===== src/sv/i2p_pkg.sv =====
// Shared types, constants and helper functions for the infix-to-postfix converter.
`timescale 1ns / 1ps
`default_nettype none

package i2p_pkg;

  // Operator stack geometry
  localparam int StackDepth = 32;
  localparam int CntW       = $clog2(StackDepth + 1);
  localparam int AddrW      = $clog2(StackDepth);

  // Character codes
  localparam logic [7:0] CharOpen  = 8'h28;
  localparam logic [7:0] CharClose = 8'h29;
  localparam logic [7:0] CharStar  = 8'h2A;
  localparam logic [7:0] CharPlus  = 8'h2B;
  localparam logic [7:0] CharMinus = 8'h2D;
  localparam logic [7:0] CharSlash = 8'h2F;
  localparam logic [7:0] CharNone  = 8'h00;

  typedef enum logic [2:0] {
    OP_OPEN = 3'd0,
    OP_ADD  = 3'd1,
    OP_SUB  = 3'd2,
    OP_MUL  = 3'd3,
    OP_DIV  = 3'd4
  } op_code_t;

  typedef enum logic [1:0] {
    ST_OK        = 2'd0,
    ST_OVERFLOW  = 2'd1,
    ST_UNDERFLOW = 2'd2
  } status_t;

  typedef enum logic [2:0] {
    S_IDLE,
    S_OPER,
    S_PUSH,
    S_CLOSE,
    S_FLUSH,
    S_FIN
  } conv_state_t;

  typedef struct packed {
    logic [7:0] char_in;
    logic       end_of_expr;
  } i2p_in_t;

  typedef struct packed {
    logic [7:0] char_out;
    status_t    status;
    logic       last_of_run;
  } i2p_out_t;

  // Sequencer to stack
  typedef struct packed {
    logic     push;
    logic     pop;
    op_code_t code;
  } stack_cmd_t;

  // Stack to sequencer
  typedef struct packed {
    logic     empty;
    logic     full;
    op_code_t top;
  } stack_stat_t;

  function automatic logic [1:0] prec_of(op_code_t code);
    logic [1:0] p;
    case (code)
      OP_ADD, OP_SUB: p = 2'd1;
      OP_MUL, OP_DIV: p = 2'd2;
      default:        p = 2'd0;
    endcase
    return p;
  endfunction

  function automatic logic [7:0] code_char(op_code_t code);
    logic [7:0] c;
    case (code)
      OP_OPEN: c = CharOpen;
      OP_ADD:  c = CharPlus;
      OP_SUB:  c = CharMinus;
      OP_MUL:  c = CharStar;
      OP_DIV:  c = CharSlash;
      default: c = CharNone;
    endcase
    return c;
  endfunction

  function automatic op_code_t op_of_char(logic [7:0] ch);
    op_code_t c;
    case (ch)
      CharPlus:  c = OP_ADD;
      CharMinus: c = OP_SUB;
      CharStar:  c = OP_MUL;
      CharSlash: c = OP_DIV;
      default:   c = OP_OPEN;
    endcase
    return c;
  endfunction

endpackage

`default_nettype wire


===== src/sv/i2p_stack.sv =====
// Operator stack: synchronous memory, fill count and read-during-write forwarding.
`timescale 1ns / 1ps
`default_nettype none

module i2p_stack (
  input  logic                     clk,
  input  logic                     rst,
  input  i2p_pkg::stack_cmd_t      cmd,
  output i2p_pkg::stack_stat_t     stat
);

  logic [i2p_pkg::CntW-1:0]  count;
  logic [i2p_pkg::CntW-1:0]  count_next;
  logic [i2p_pkg::CntW-1:0]  top_index;
  logic [i2p_pkg::AddrW-1:0] rd_addr;
  logic [i2p_pkg::AddrW-1:0] wr_addr;
  logic                      full;
  logic                      empty;
  logic                      wr_en;
  i2p_pkg::op_code_t         mem [i2p_pkg::StackDepth];
  i2p_pkg::op_code_t         ram_q;
  i2p_pkg::op_code_t         fwd_code;
  logic                      fwd;

  assign full  = (count == i2p_pkg::CntW'(i2p_pkg::StackDepth));
  assign empty = (count == '0);
  assign wr_en = cmd.push && !full;

  // Advance the fill count
  always_comb begin
    count_next = count;
    if (wr_en) begin
      count_next = count + 1'b1;
    end else if (cmd.pop && !empty) begin
      count_next = count - 1'b1;
    end
  end

  // Always read the entry that will be on top next cycle
  assign top_index = count_next - 1'b1;
  assign rd_addr   = top_index[i2p_pkg::AddrW-1:0];
  assign wr_addr   = count[i2p_pkg::AddrW-1:0];

  always_ff @(posedge clk) begin
    if (rst) begin
      count <= '0;
      fwd   <= 1'b0;
    end else begin
      count <= count_next;
      fwd   <= wr_en && (wr_addr == rd_addr);
    end
  end

  // Memory: one write port, one registered read port
  always_ff @(posedge clk) begin
    if (wr_en) begin
      mem[wr_addr] <= cmd.code;
    end
    ram_q    <= mem[rd_addr];
    fwd_code <= cmd.code;
  end

  // Forward a just-pushed code over the stale read
  assign stat.top   = fwd ? fwd_code : ram_q;
  assign stat.empty = empty;
  assign stat.full  = full;

`ifndef SYNTHESIS
  a_no_push_pop: assert property (@(posedge clk) disable iff (rst)
    !(cmd.push && cmd.pop))
    else $error("stack push and pop in the same cycle");

  a_pop_nonempty: assert property (@(posedge clk) disable iff (rst)
    cmd.pop |-> !empty)
    else $error("pop from empty stack");

  a_count_range: assert property (@(posedge clk) disable iff (rst)
    count <= i2p_pkg::CntW'(i2p_pkg::StackDepth))
    else $error("stack count beyond depth");

  a_push_top: assert property (@(posedge clk) disable iff (rst)
    wr_en |=> (stat.top == $past(cmd.code)))
    else $error("pushed code not on top next cycle");
`endif

endmodule

`default_nettype wire


===== src/sv/infix_to_postfix_converter_core.sv =====
// Top level: shunting-yard infix-to-postfix converter with an operator stack in memory.
//
//   Channel   Signals                          Direction  Payload
//   in        in_valid / in_ready / in_data    input      char_in, end_of_expr
//   out       out_valid / out_ready / out_data output     char_out, status, last_of_run
//
// A plain character is accepted and finished; '(' is also pushed; an operator first pops
// each entry of equal or higher precedence, then is pushed; ')' pops entries up to and
// including the '(', or flags underflow on an empty stack. A flush pops every entry. The
// registered stack read port lets the sequencer pop one entry per cycle unless the output
// stalls; the next top is read while the current one is used. Reset empties the stack at
// once; no clearing pass is needed. A stall holds the sequencer only if a result is pending.
`timescale 1ns / 1ps
`default_nettype none

module infix_to_postfix_converter_core (
  input  logic               clk,
  input  logic               rst,
  input  logic               in_valid,
  output logic               in_ready,
  input  i2p_pkg::i2p_in_t   in_data,
  output logic               out_valid,
  input  logic               out_ready,
  output i2p_pkg::i2p_out_t  out_data
);

  i2p_pkg::conv_state_t state;
  i2p_pkg::conv_state_t state_next;
  i2p_pkg::stack_cmd_t  cmd;
  i2p_pkg::stack_stat_t stat;
  i2p_pkg::op_code_t    op_code;
  i2p_pkg::i2p_out_t    pend;
  logic                 pend_valid;
  logic                 last_flag;
  logic                 accept;
  logic                 out_free;
  logic                 can_emit;
  logic                 emit;
  logic [7:0]           emit_char;
  i2p_pkg::status_t     emit_status;
  logic                 finish;
  logic                 pop_ok;
  logic                 move_out;

  i2p_stack u_stack (
    .clk  (clk),
    .rst  (rst),
    .cmd  (cmd),
    .stat (stat)
  );

  assign in_ready = (state == i2p_pkg::S_IDLE);
  assign accept   = in_valid && in_ready;
  assign out_free = !out_valid || out_ready;
  assign can_emit = !pend_valid || out_free;
  assign pop_ok   = !stat.empty &&
                    (i2p_pkg::prec_of(op_code) <= i2p_pkg::prec_of(stat.top));

  // Next state
  always_comb begin
    state_next = state;
    case (state)
      i2p_pkg::S_IDLE: begin
        if (in_valid) begin
          case (in_data.char_in)
            i2p_pkg::CharPlus, i2p_pkg::CharMinus,
            i2p_pkg::CharStar, i2p_pkg::CharSlash: state_next = i2p_pkg::S_OPER;
            i2p_pkg::CharOpen:                     state_next = i2p_pkg::S_PUSH;
            i2p_pkg::CharClose:                    state_next = i2p_pkg::S_CLOSE;
            default: state_next = in_data.end_of_expr ? i2p_pkg::S_FLUSH : i2p_pkg::S_FIN;
          endcase
        end
      end
      i2p_pkg::S_OPER: begin
        if (!pop_ok) begin
          state_next = i2p_pkg::S_PUSH;
        end
      end
      i2p_pkg::S_PUSH: begin
        if (!stat.full || can_emit) begin
          state_next = last_flag ? i2p_pkg::S_FLUSH : i2p_pkg::S_FIN;
        end
      end
      i2p_pkg::S_CLOSE: begin
        if ((stat.empty && can_emit) || (!stat.empty && stat.top == i2p_pkg::OP_OPEN)) begin
          state_next = last_flag ? i2p_pkg::S_FLUSH : i2p_pkg::S_FIN;
        end
      end
      i2p_pkg::S_FLUSH: begin
        if (stat.empty) begin
          state_next = i2p_pkg::S_FIN;
        end
      end
      i2p_pkg::S_FIN: begin
        if (!pend_valid || out_free) begin
          state_next = i2p_pkg::S_IDLE;
        end
      end
      default: state_next = i2p_pkg::S_IDLE;
    endcase
  end

  // Outputs of the sequencer: results and stack commands
  always_comb begin
    emit        = 1'b0;
    emit_char   = i2p_pkg::CharNone;
    emit_status = i2p_pkg::ST_OK;
    finish      = 1'b0;
    cmd.push    = 1'b0;
    cmd.pop     = 1'b0;
    cmd.code    = op_code;
    case (state)
      i2p_pkg::S_IDLE: begin
        if (accept) begin
          case (in_data.char_in)
            i2p_pkg::CharPlus, i2p_pkg::CharMinus, i2p_pkg::CharStar,
            i2p_pkg::CharSlash, i2p_pkg::CharOpen, i2p_pkg::CharClose: begin
            end
            default: begin
              emit      = 1'b1;
              emit_char = in_data.char_in;
            end
          endcase
        end
      end
      i2p_pkg::S_OPER: begin
        if (pop_ok && can_emit) begin
          emit      = 1'b1;
          emit_char = i2p_pkg::code_char(stat.top);
          cmd.pop   = 1'b1;
        end
      end
      i2p_pkg::S_PUSH: begin
        if (!stat.full) begin
          cmd.push = 1'b1;
        end else if (can_emit) begin
          emit        = 1'b1;
          emit_status = i2p_pkg::ST_OVERFLOW;
        end
      end
      i2p_pkg::S_CLOSE: begin
        if (stat.empty) begin
          if (can_emit) begin
            emit        = 1'b1;
            emit_status = i2p_pkg::ST_UNDERFLOW;
          end
        end else if (stat.top == i2p_pkg::OP_OPEN) begin
          cmd.pop = 1'b1;
        end else if (can_emit) begin
          emit      = 1'b1;
          emit_char = i2p_pkg::code_char(stat.top);
          cmd.pop   = 1'b1;
        end
      end
      i2p_pkg::S_FLUSH: begin
        if (!stat.empty && can_emit) begin
          emit      = 1'b1;
          emit_char = i2p_pkg::code_char(stat.top);
          cmd.pop   = 1'b1;
        end
      end
      i2p_pkg::S_FIN: begin
        finish = 1'b1;
      end
      default: begin
      end
    endcase
  end

  assign move_out = pend_valid && (emit || (finish && out_free));

  // Advance state; hold one result back so the last one can be marked
  always_ff @(posedge clk) begin
    if (rst) begin
      state      <= i2p_pkg::S_IDLE;
      pend_valid <= 1'b0;
      out_valid  <= 1'b0;
    end else begin
      state <= state_next;
      if (emit) begin
        pend_valid <= 1'b1;
      end else if (finish && out_free) begin
        pend_valid <= 1'b0;
      end
      if (move_out) begin
        out_valid <= 1'b1;
      end else if (out_ready) begin
        out_valid <= 1'b0;
      end
    end
  end

  // Payload registers
  always_ff @(posedge clk) begin
    if (accept) begin
      op_code   <= i2p_pkg::op_of_char(in_data.char_in);
      last_flag <= in_data.end_of_expr;
    end
    if (emit) begin
      pend.char_out    <= emit_char;
      pend.status      <= emit_status;
      pend.last_of_run <= 1'b0;
    end
    if (move_out) begin
      out_data.char_out    <= pend.char_out;
      out_data.status      <= pend.status;
      out_data.last_of_run <= finish;
    end
  end

`ifndef SYNTHESIS
  a_idle_empty_pend: assert property (@(posedge clk) disable iff (rst)
    (state == i2p_pkg::S_IDLE) |-> !pend_valid)
    else $error("held result left over in idle");

  a_emit_room: assert property (@(posedge clk) disable iff (rst)
    (emit && pend_valid) |-> out_free)
    else $error("result overwritten in output register");

  a_fin_idle: assert property (@(posedge clk) disable iff (rst)
    (state == i2p_pkg::S_FIN && !pend_valid) |=> (state == i2p_pkg::S_IDLE))
    else $error("sequencer stuck after finishing an item");
`endif

endmodule

`default_nettype wire

===== config.mk =====
export PLATFORM = sky130hd
export DESIGN_NAME = infix_to_postfix_converter_core
export DESIGN_NICKNAME = d
export VERILOG_FILES = /design/src/sv/i2p_pkg.sv /design/src/sv/i2p_stack.sv /design/src/sv/infix_to_postfix_converter_core.sv
export SDC_FILE = /design/constraint.sdc
export NUM_CORES = 1
export LEC_CHECK = 0
export BUFFER_PORTS_ARGS = -buffer_cell sky130_fd_sc_hd__buf_2
export CORE_MARGIN = 1
export CORE_UTILIZATION = 45
export CTS_CLUSTER_SIZE = 40
export DETAILED_ROUTE_END_ITERATION = 10
export GPL_TIMING_DRIVEN = 0
export HOLD_SLACK_MARGIN = 0.03
export SYNTH_ARGS = -nofsm -noshare
export SYNTH_HDL_FRONTEND = slang
export SYNTH_SLANG_ARGS = --single-unit

===== constraint.sdc =====
create_clock -name clk -period 12.6 [get_ports clk]
set_input_delay 2.52 -clock clk [delete_from_list [all_inputs] [get_ports clk]]
set_output_delay 2.52 -clock clk [all_outputs]
set_load 0.01 [all_outputs]

# [After elaboration in Yosys (flattened, before gate mapping)]
# Memories as Yosys holds them, arrays and structs flattened. A register that Yosys moved wholly into a read port is not among the register bits.
# Cells that the tools add are included.
[word_totals] output_inout_bits=13 latch_bits=0 n_memories=1 in_bits=13 regBits=40 mem_bits_ro=0 elab_cells=129 ram_bits=96
[mem_list] memory="u_stack.mem" depth=32 width=3 rd=1 rd_ports_with_merged_regs=1 wr=1 line_no="i2p_stack.sv:20" text="i2p_pkg::op_code_t mem [i2p_pkg::StackDepth];"
[classes] muxes=52 eq_ne=27 n_lt_le_gt_ge=1 n_mul=0 n_addsub=3 reduce_logical=32 div=0 n_bitwise=0 shifts=0
[ops] cell="$eq 8x6->1 const B" count=6
[ops] cell="$mux 6" count=7
[ops] cell="$pmux 8 s4" count=1
[ops] cell="$pmux 6 s5" count=1
[ops] cell="$pmux 6 s4" count=1
[ops] cell="$mux 1" count=23
[ops] cell="$mux 3" count=7
[ops] cell="$eq 3x2->1 const B" count=6
[ops] cell="$pmux 3 s6" count=1
[ops] cell="$mux 8" count=2
[ops] cell="$eq 3x3->1 const B" count=4
[ops] cell="$pmux 2 s2" count=3
[ops] cell="$pmux 3 s4" count=1
[ops] cell="$logic_and 1x1->1" count=11
[ops] cell="$ne 2x2->1 const B" count=5
[ops] cell="$eq 3x1->1 const B" count=3
[ops] cell="$pmux 3 s3" count=1
[ops] cell="$reduce_or 2->1" count=4
[ops] cell="$add 6x1->6 const B" count=1
[ops] cell="$eq 6x6->1 const B" count=1
[ops] cell="$logic_not 3->1" count=2
[ops] cell="$logic_not 6->1" count=1
[ops] cell="$reduce_and 6->1" count=1
[ops] cell="$reduce_or 6->1" count=1
[ops] cell="12 further kinds" count=21

# [Depth between registers and ports, before layout]
# Gate-level depths: netlist of the first run.
[logic_depth] ltp_word=15 depth_mapped=22 mapped_depth_nobuf=18

# [By module]
# From an unflattened synthesis of the first run, not the netlist that was laid out.
[unflattened] hier_cells=454 hier_area_um2=6468.7
[by_module_without_submodules] module="i2p_stack" area_each_um2=4804.6 n_inst=1 cells_per_inst=295 seq_area_each_um2=3143.0
[by_module_without_submodules] module="infix_to_postfix_converter_core" area_each_um2=1664.1 n_inst=1 cells_per_inst=159 seq_area_each_um2=850.8

# [Worst setup path before layout of the first run]
# No wires, ideal clock.
[synth_timing] kind="input -> register" start="input port out_ready" end="register u_stack.ram_q[0] (read register of u_stack.mem)" path_stages=16 setup_time_ns=0.149 slack_ns=6.593 required_time_ns=12.451 arrival_ns=5.858 path_cell_list="nand3b_1 -> o211ai_4 -> o32a_2 -> a221oi_4 -> buf_8 -> buf_6 -> inv_1 -> ha_1 -> clkbuf_1 -> clkbuf_1 -> clkbuf_1 -> mux4_2 -> nor2_1 -> o21ai_0 -> a21oi_1 -> a221oi_1"
[synth_between] elab_chain_len=10 word_cells_on_any_way=14 classes_between="1 x add/sub; 8 x mux; 5 x reduce/logical"
[synth_lines] element="start, declared" line_no="infix_to_postfix_converter_core.sv:23" text="input logic out_ready,"
[synth_lines] element="$logic_or 1x1->1 (*)" line_no="infix_to_postfix_converter_core.sv:54" text="assign out_free = !out_valid || out_ready;"
[synth_lines] element="$logic_or 1x1->1 (*)" line_no="infix_to_postfix_converter_core.sv:55" text="assign can_emit = !pend_valid || out_free;"
[synth_lines] element="$mux 1" line_no="infix_to_postfix_converter_core.sv:149" text="end else if (can_emit) begin"
[synth_lines] element="$mux 1" line_no="infix_to_postfix_converter_core.sv:147" text="end else if (stat.top == i2p_pkg::OP_OPEN) begin"
[synth_lines] element="$mux 1" line_no="infix_to_postfix_converter_core.sv:142" text="if (stat.empty) begin"
[synth_lines] element="$pmux 1 s3 (*)" line_no="infix_to_postfix_converter_core.sv:112" text="case (state)"
[synth_lines] element="$logic_and 1x1->1 (*)" line_no="i2p_stack.sv:34" text="end else if (cmd.pop && !empty) begin"
[synth_lines] element="$mux 6 (*)" line_no="i2p_stack.sv:34"
[synth_lines] element="$mux 6 (*)" line_no="i2p_stack.sv:32" text="if (wr_en) begin"
[synth_lines] element="$sub 5x1->5 (*)" line_no="i2p_stack.sv:40" text="assign top_index = count_next - 1'b1;"
[synth_lines] element="end, declared" line_no="i2p_stack.sv:21" text="i2p_pkg::op_code_t ram_q;"
# Mark *: on every way between the ends. The rest lies on a longest branch, timed or not.
# A chain may end at the register's enable or synchronous reset.

# [Worst setup path in the final report of the first run]
[layout_timing] start="input port out_ready" end="register u_stack.ram_q[1] (read register of u_stack.mem)"
# The elaborated chain is that of the path after synthesis.

==> results of run 1 <==
==> registers in the layout, summed over array words and instances, names as in the netlist <==
name and cells:
u_stack.mem 96, op_code 3, pend 10, state 3, last_flag 1, pend_valid 1, u_stack.fwd 1, u_stack.count 6
u_stack.ram_q 3, out_valid 1, u_stack.fwd_code 3, out_data 11
==> cell families after synthesis <==
logic type      after synthesis  synth area share [%]
fa+ha+maj                     7                 1.360
compound gates               65                 7.268
flops                       139                 62.03
xor+xnor                     15                 2.371
mux                          40                 11.91
simple gates                163                 12.34
buf+inv                      35                 2.721
==> area by class of cell <==
class                           instances  area (um2)  share of cell area [%]
Inverter                               14       52.55                  0.7117
Sequential cell                       139        3994                   54.09
Buffer                                 21       122.6                   1.661
Multi-Input combinational cell        290        2270                   30.74
Clock inverter                         14       165.2                   2.237
Clock buffer                           18       429.2                   5.813
Tap cell                              180       225.2                   3.050
Timing Repair Buffer                   25       125.1                   1.695
==> metal layers <==
layer | vias to the layer above | track usage (%) | routed length (um) | part of all wire, %
li1 | 1876 | - | - | -
met1 | 1914 | 25.30 | 5828 | 44
met2 | 92 | 32.21 | 6433 | 49
met3 | 24 | 5.009 | 607 | 4.6
met4 | 0 | 8.179 | 250 | 1.9
met5 | - | 0 | 0 | 0
==> cells in the mapped netlist (3+ instances only) <==
library cell / count
nand3_1: 10
and3_1: 6
buf_6: 3
dfxtp_1: 18
mux2_2: 8
a31oi_1: 3
mux2i_1: 8
o211ai_1: 3
nor2b_1: 4
or3_1: 6
nand2_1: 27
a21o_1: 3
xnor2_1: 10
nor2_1: 68
o21ai_0: 13
and2_1: 5
clkbuf_1: 13
inv_1: 14
nor4_1: 3
nor3_1: 12
nor4b_1: 3
a221oi_1: 3
ha_1: 7
mux4_2: 9
a21oi_1: 17
nand4_1: 3
or4_1: 3
mux4_1: 15
edfxtp_1: 121
xor2_1: 3
==> metrics by stage <==
step / setup WS, ps / hold WS, ps
after floorplan: 6593 / 400.3
after global placement: 5602 / 401.4
after detailed placement: 5468 / 404.5
after CTS: 5900 / 418.6
after global routing: 5576 / 425.0
final: 5929 / 417.6
==> layout by cell type (no fill, tap or decap), drive strengths merged, types with 3 or more instances in the layout <==
master and count:
bufinv 3, or4 3, and2 5, nor4 3, nor4b 3, nand4 3
mux2i 8, inv 19, or3 6, nor2b 4, o211ai 4, mux4 24
xor2 3, o21ai 16, and3 7, buf 32, dfxtp 18, a221oi 4
ha 7, a31oi 3, a21oi 18, nor3 13, nor2 68, clkinv 4
nand3 10, edfxtp 121, clkbuf 32, nand2 27, mux2 8, a21o 3
xnor2 11
==> worst max path at each step <==
stage                     startpoint               end  slack [ps]  depth (start not counted)
after floorplan            out_ready  u_stack.ram_q[0]        6590                         16
after global placement     out_ready  u_stack.ram_q[0]        5600                         17
after detailed placement   out_ready  u_stack.ram_q[1]        5470                         17
after CTS                  out_ready  u_stack.ram_q[1]        5900                         17
after global routing       out_ready  u_stack.ram_q[0]        5580                         17
final                      out_ready  u_stack.ram_q[1]        5930                         17
==> flow_summary.yaml, run 1 <==
setup_path:
  cp_data_required_time_ps: 12890
  r2r-start: "op_code[1]"
  cp.arrival_ps: 6960
  crit_top_cell: "clkbuf_1"
  slowest_delay_ps: 550
  reg2reg_depth: 20
  start_kind: "input pin"
  reg2reg_to: "u_stack.ram_q[1]"
  end_kind: "register"
  path_buf_inv: 7
  reg2reg_setup_slack_ps: 6200
  crit_path_top_delay_cell: "clkbuf_1"
  path_delay_family: "buffers and inverters"
  cp_max_fo: 10
  crit_chain: "buf_2 -> nand3b_1 -> nor3_1 -> o32ai_1 -> a221oi_4 -> buf_8 -> buf_6 -> inv_1 -> ha_1 -> clkbuf_1 -> clkbuf_1 -> clkbuf_1 -> mux4_2 -> nor2_1 -> o21ai_0 -> a21oi_1 -> a221oi_1"
  worst-setup-path-type: "input pin to register"
clock_tree:
  htree_levels: 4
  numClockSinks: 139
  cts_setup_buffers: 0
  cts_tree: "done"
  root_buffer: "clkbuf_16"
  clkLatencyLatePin_ps: 430
  cts_hold_buf: 0
  cts_resized: 0
  cts_buffers: 17
  cts_max_path_buffers: 2
  clk_pin_slew_ps: 60
drt:
  totalWireLength_um: 13120
  ant_nets: 0
  firstDrtPassIters: 5
  drc: 0
  num_vias: 3906
  viasPerCell: 5.572
  drt_iter0_drc: 393
  route.detailed.wl_per_inst_um: 18.72
grt:
  grtUsageTotal_pct: 19.81
  grt_start_max_net_pins: 37
  grt_antenna_before_repair: 0
  grt_pass1_vias: 3909
  overflow: 0
  grt_pass1_wl_um: 21050
finish:
  fillers: 1192
  drive_gt1_share_pct: 17.08
  final_area_um2: 7383
  final_core_util_pct: 52.99
  area.growth.synth_to_final_pct: 14.67
  nets: 528
  n_antenna_cell: 0
  instances_no_fill: 701
run_status:
  status: "finished clean"
hold_path:
  min-delay-start: "pend[9]"
  hp-class: "register to register"
  min_path_cells: 0
  min_to: "out_data[9]"
floorplan:
  io_pins: 26
  die_height_um: 121.6
  dieArea_um2: 14790
  die_x_um: 121.6
  coreArea_um2: 13930
  row_count: 43
  initial_core_util_pct: 46.21
yosys:
  synth_top_area_share_pct: 56.43
  netlist_area_um2: 6439
  synthArstFlopShare_pct: 0
  synthTopCellsByArea: "edfxtp_1 (56%), mux4_1 (6.1%), dfxtp_1 (5.6%), nor2_1 (4.0%), mux4_2 (3.1%)"
  syn_avg_cell_area_um2: 13.88
  synth_cell_types: 64
  syn_inst: 464
  ys_ff_latch: 139
  synth_warnings: 0
  yosysSeqAreaShare_pct: 62.03
  synth_nets: 484
  ys.flop_type: "edfxtp_1"
  synth_top_cell_by_area: "edfxtp_1"
  synth_edf_count: 121
timing:
  relSlewSlack_pct: 18.07
  max_freq_mhz: 149.9
  setup_viol: 0
  setup-tns-final_ps: 0
  min_period_ps: 6671
  grt_setup_unrepaired: "false"
  hold_violations: 0
  period_share_pct: 52.94
  clock_skew_ps: 13.25
  tightest_slew_ps: 1229
  drv_slew: 0
placement:
  port_buffers: 25
  placed_area_um2: 6789
  hpwl_um: 8840
  gp_congestion: 0.8853
  place_inst: 669
run:
  maxCapViolations: 0
Power of run 1 is left out: the tool's default activity adds up to more than one toggle a clock period on the data nets, which glitch-free logic cannot reach.
==> run 2: changes to the inputs <==
Clock period 12.6 ns to 5.35 ns, I/O delays scaled along.
==> flow_summary.yaml, run 2 (synthesis gave the netlist of run 1 again) <==
timing:
  max_freq_mhz: 198.1
  setup_ws_ps: 301.7
  drv_slew: 0
  tightest_slew_ps: 1094
  grt_setup_unrepaired: "false"
  hold_violations: 0
  period_share_pct: 94.36
  relSlewSlack_pct: 26.78
  min_period_ps: 5048
  setup_viol: 0
  clock_skew_ps: 14.05
setup_path:
  path_buf_inv: 3
  crit_path_top_delay_cell: "o32a_2"
  end_kind: "register"
  worst-setup-path-type: "register to register"
  path_delay_family: "compound AO/OA/AOI/OAI gates"
  crit_chain: "mux2i_2 -> and2_1 -> a21oi_1 -> ha_1 -> nor2b_1 -> o211a_1 -> o32a_2 -> a221oi_4 -> buf_8 -> buf_6 -> inv_1 -> ha_1 -> nor2b_1 -> a31oi_1 -> a21boi_1 -> o22ai_2 -> xnor2_4 -> mux2i_1 -> a221oi_1"
  cp.arrival_ps: 5330
  cp_max_fo: 10
  start_kind: "register"
  cp_data_required_time_ps: 5630
  slowest_delay_ps: 450
floorplan:
  initial_core_util_pct: 46.21
  dieArea_um2: 14790
  die_x_um: 121.6
  die_height_um: 121.6
  coreArea_um2: 13930
  io_pins: 26
  row_count: 43
finish:
  final_core_util_pct: 54.07
  final_cell_mix: "edfxtp_1 (121), nor2_1 (68), nand2_1 (27), buf_2 (27)"
  n_antenna_cell: 0
  nets: 537
  area.growth.synth_to_final_pct: 17.02
  final_common_cell: "edfxtp_1"
  instances_no_fill: 710
  regMostFlops: "u_stack.mem"
  drive_gt1_share_pct: 20.57
  reg_top3: "u_stack.mem: 96 flops, out_data: 11 flops, pend: 10 flops"
  largest_reg_flops: 96
drt:
  route.detailed.wl_per_inst_um: 19.43
  firstDrtPassIters: 6
  ant_nets: 0
  viasPerCell: 5.654
  drt_iter0_drc: 366
  drc: 0
  totalWireLength_um: 13790
  num_vias: 4014
placement:
  gp_congestion: 0.8853
  hpwl_um: 8840
  port_buffers: 25
  place_inst: 669
  dpl_worst_slack_ps: -1182
grt:
  busiest_layer: "met2"
  overflow: 0
  grtUsageTotal_pct: 20.69
  grt_pass1_wl_um: 21860
  gr-usage-met1_pct: 26.18
  grt_pass1_vias: 3957
  use_met2_pct: 33.84
  grt_antenna_before_repair: 0
  met3_usage_pct: 5.478
  grt_start_max_net_pins: 20
run_status:
  status: "finished clean"
clock_tree:
  cts_tree: "done"
  cts_max_path_buffers: 2
  clk_pin_slew_ps: 60
  root_buffer: "clkbuf_16"
  clkLatencyLatePin_ps: 440
  htree_levels: 4
  cts_hold_buf: 0
  cts_buffers: 17
  numClockSinks: 139
run:
  maxCapViolations: 0
hold_path:
  hp-class: "register to register"
-- run 2: repair_timing --
action                                  CTS  global route
resized for setup                         6             6
endpoints found under the setup margin    4             4
pin swaps                                 1             1
buffers inserted                          4             8
-- run 2: final timing paths --
| path | start | endpoint | slack (ps) | cells past startpoint |
|---|---|---|---|---|
| worst min register to register | pend[9] | out_data[9] | 420 | 0 |
| worst max-delay path | u_stack.fwd | u_stack.ram_q[0] | 300 | 19 |
| worst min-delay path | pend[9] | out_data[9] | 420 | 0 |
| worst max register to register | u_stack.fwd | u_stack.ram_q[0] | 300 | 19 |
-- run 2: per-layer routing --
metal  wire length [um]  part of all wire, %
met1               5939                   43
met2               6805                   49
met3                774                  5.6
met4                275                  2.0
met5                  0                    0
-- run 2: stage by stage --
| stage | TNS (ps) | hold slack, ps | area [um2] |
|---|---|---|---|
| 2_1_floorplan | 0 | 400.3 | 6439 |
| 3_3_place_gp | -3557 | 401.4 | 6789 |
| 3_5_place_dp | -4249 | 404.5 | 6789 |
| 4_1_cts | 0 | 418.6 | 7450 |
| 5_1_grt | 0 | 424.5 | 7535 |
| 6_report | 0 | 417.8 | 7535 |
-- run 2: layout make-up --
cell class,instances,area [um2]
plain buffers,18,118.9
fillers,1179,6400
repair buffers,37,237.7
flip-flops and latches,139,3995
clock buffers,18,429.2
clock inverters,14,165.2
inverters,14,52.55
well taps,180,225.2
multi-input cells,290,2311
Power of run 2 is left out for the same reason.
==> run 3: changes to the inputs <==
Settings changed: PLACE_DENSITY_LB_ADDON set to 0.2.
==> flow_summary.yaml, run 3 (synthesis gave the netlist of run 1 again) <==
placement:
  dpl_worst_slack_ps: -1157
  hpwl_um: 8885
  placed_area_um2: 6789
  gp_congestion: 0.8606
  port_buffers: 25
timing:
  period_share_pct: 95.08
  setup_ws_ps: 263.1
  max_freq_mhz: 196.6
  grt_setup_unrepaired: "false"
  drv_slew: 0
  relSlewSlack_pct: 22.58
  clock_skew_ps: 8.009
  min_period_ps: 5087
  tightest_slew_ps: 1156
  hold_violations: 0
  worst_hold_slack_ps: 419.8
  setup_viol: 0
setup_path:
  crit_path_start: "u_stack.fwd"
  cp_max_fo: 11
  cp-endpoint: "u_stack.ram_q[1]"
  cp_data_required_time_ps: 5630
  reg2reg_depth: 19
  end_kind: "register"
  reg2reg_to: "u_stack.ram_q[1]"
  worst-setup-path-type: "register to register"
  reg2reg_setup_slack_ps: 260
  r2r-start: "u_stack.fwd"
  cp.arrival_ps: 5360
  start_kind: "register"
drt:
  route.detailed.wl_per_inst_um: 19.66
  drc: 0
  firstDrtPassIters: 7
  num_vias: 3968
  ant_nets: 0
  drt_iter0_drc: 383
  totalWireLength_um: 13900
  viasPerCell: 5.612
clock_tree:
  root_buffer: "clkbuf_16"
  clk_pin_slew_ps: 60
  clkLatencyLatePin_ps: 420
  cts_max_path_buffers: 2
  cts_tree: "done"
  cts_buffers: 17
  htree_levels: 4
  numClockSinks: 139
finish:
  drive_gt1_share_pct: 20.30
  nets: 535
  final_core_util_pct: 53.68
  area.growth.synth_to_final_pct: 16.17
  final_common_cell: "edfxtp_1"
  reg_top3: "u_stack.mem: 96 flops, out_data: 11 flops, pend: 10 flops"
  fillers: 1158
  regMostFlops: "u_stack.mem"
  largest_reg_flops: 96
  final_cell_mix: "edfxtp_1 (121), nor2_1 (68), nand2_1 (27), buf_2 (27)"
  n_antenna_cell: 0
  final_area_um2: 7480
run_status:
  status: "finished clean"
floorplan:
  coreArea_um2: 13930
  dieArea_um2: 14790
  initial_core_util_pct: 46.21
  io_pins: 26
  die_height_um: 121.6
  row_count: 43
  die_x_um: 121.6
grt:
  grt_pass1_vias: 4002
  overflow: 0
  grt_start_max_net_pins: 20
  grt_pass1_wl_um: 21860
  grtUsageTotal_pct: 20.70
  grt_antenna_before_repair: 0
run:
  maxCapViolations: 0
hold_path:
  hp-class: "register to register"
## run 3: cell count changes in the layout (fill, tap and decap cells not counted), moves of 2 or more
| cell | before | now |
|---|---|---|
| inv_6 | 5 | 2 |
| clkinv_2 | 1 | 4 |
| buf_4 | 10 | 8 |
| clkinv_1 | 3 | 1 |
## run 3: layer usage
layer  track usage [%]  up-vias  wire length (um)
met5                 0        -                 0
met4             6.944        0               155
met3             5.618       16               820
met2             34.55      125              6974
met1             26.07     1941              5947
li1                  -     1886                 -
## run 3: cell type report
| type | count | area (um2) | share of cell area [%] |
|---|---|---|---|
| flip-flops and latches | 139 | 3995 | 53.41 |
| clock buffers | 19 | 432.9 | 5.788 |
| clock inverters | 12 | 123.9 | 1.656 |
| multi-input cells | 290 | 2308 | 30.86 |
| repair buffers | 35 | 222.7 | 2.978 |
| well taps | 180 | 225.2 | 3.011 |
| inverters | 14 | 52.55 | 0.7026 |
| plain buffers | 18 | 118.9 | 1.589 |
## run 3: how the worst min path moves through the flow
stage / from / endpoint / slack (ps) / cells past startpoint
CTS: pend[7] / out_data[7] / 420 / 0
floorplan: pend[10] / out_data[10] / 400 / 0
global route: pend[3] / out_data[3] / 430 / 0
finish: pend[7] / out_data[7] / 420 / 0
detailed placement: pend[6] / out_data[6] / 410 / 0
global placement: pend[8] / out_data[8] / 400 / 0
## run 3: what timing repair did
item / in CTS / in global routing
buffers inserted: 4 / 6
gates resized for setup: 6 / 5
pin swaps: 1 / 1
endpoints found under the setup margin: 4 / 3
hold buffers: 0 / 0
## run 3: stage by stage
step | TNS [ps] | instances
4_1_cts | 0 | 702
5_1_grt | 0 | 707
6_report | 0 | 707
3_3_place_gp | -3447 | 669
2_1_floorplan | 0 | 464
3_5_place_dp | -4175 | 669
## run 3: critical path: stages (launching register included)
cell and delay [ps]:
dfxtp_2 410, mux2_2 460, nor3_1 210, a21oi_1 70
ha_1 290, nor2b_1 150, o211a_1 250, o32a_2 460
a221oi_4 330, buf_8 200, buf_6 190, inv_1 80
ha_1 300, nor2b_1 190, a31oi_2 270, a21boi_1 130
o22ai_2 320, xnor2_4 230, mux2i_1 310, a221oi_1 110
Power of run 3 is left out for the same reason.
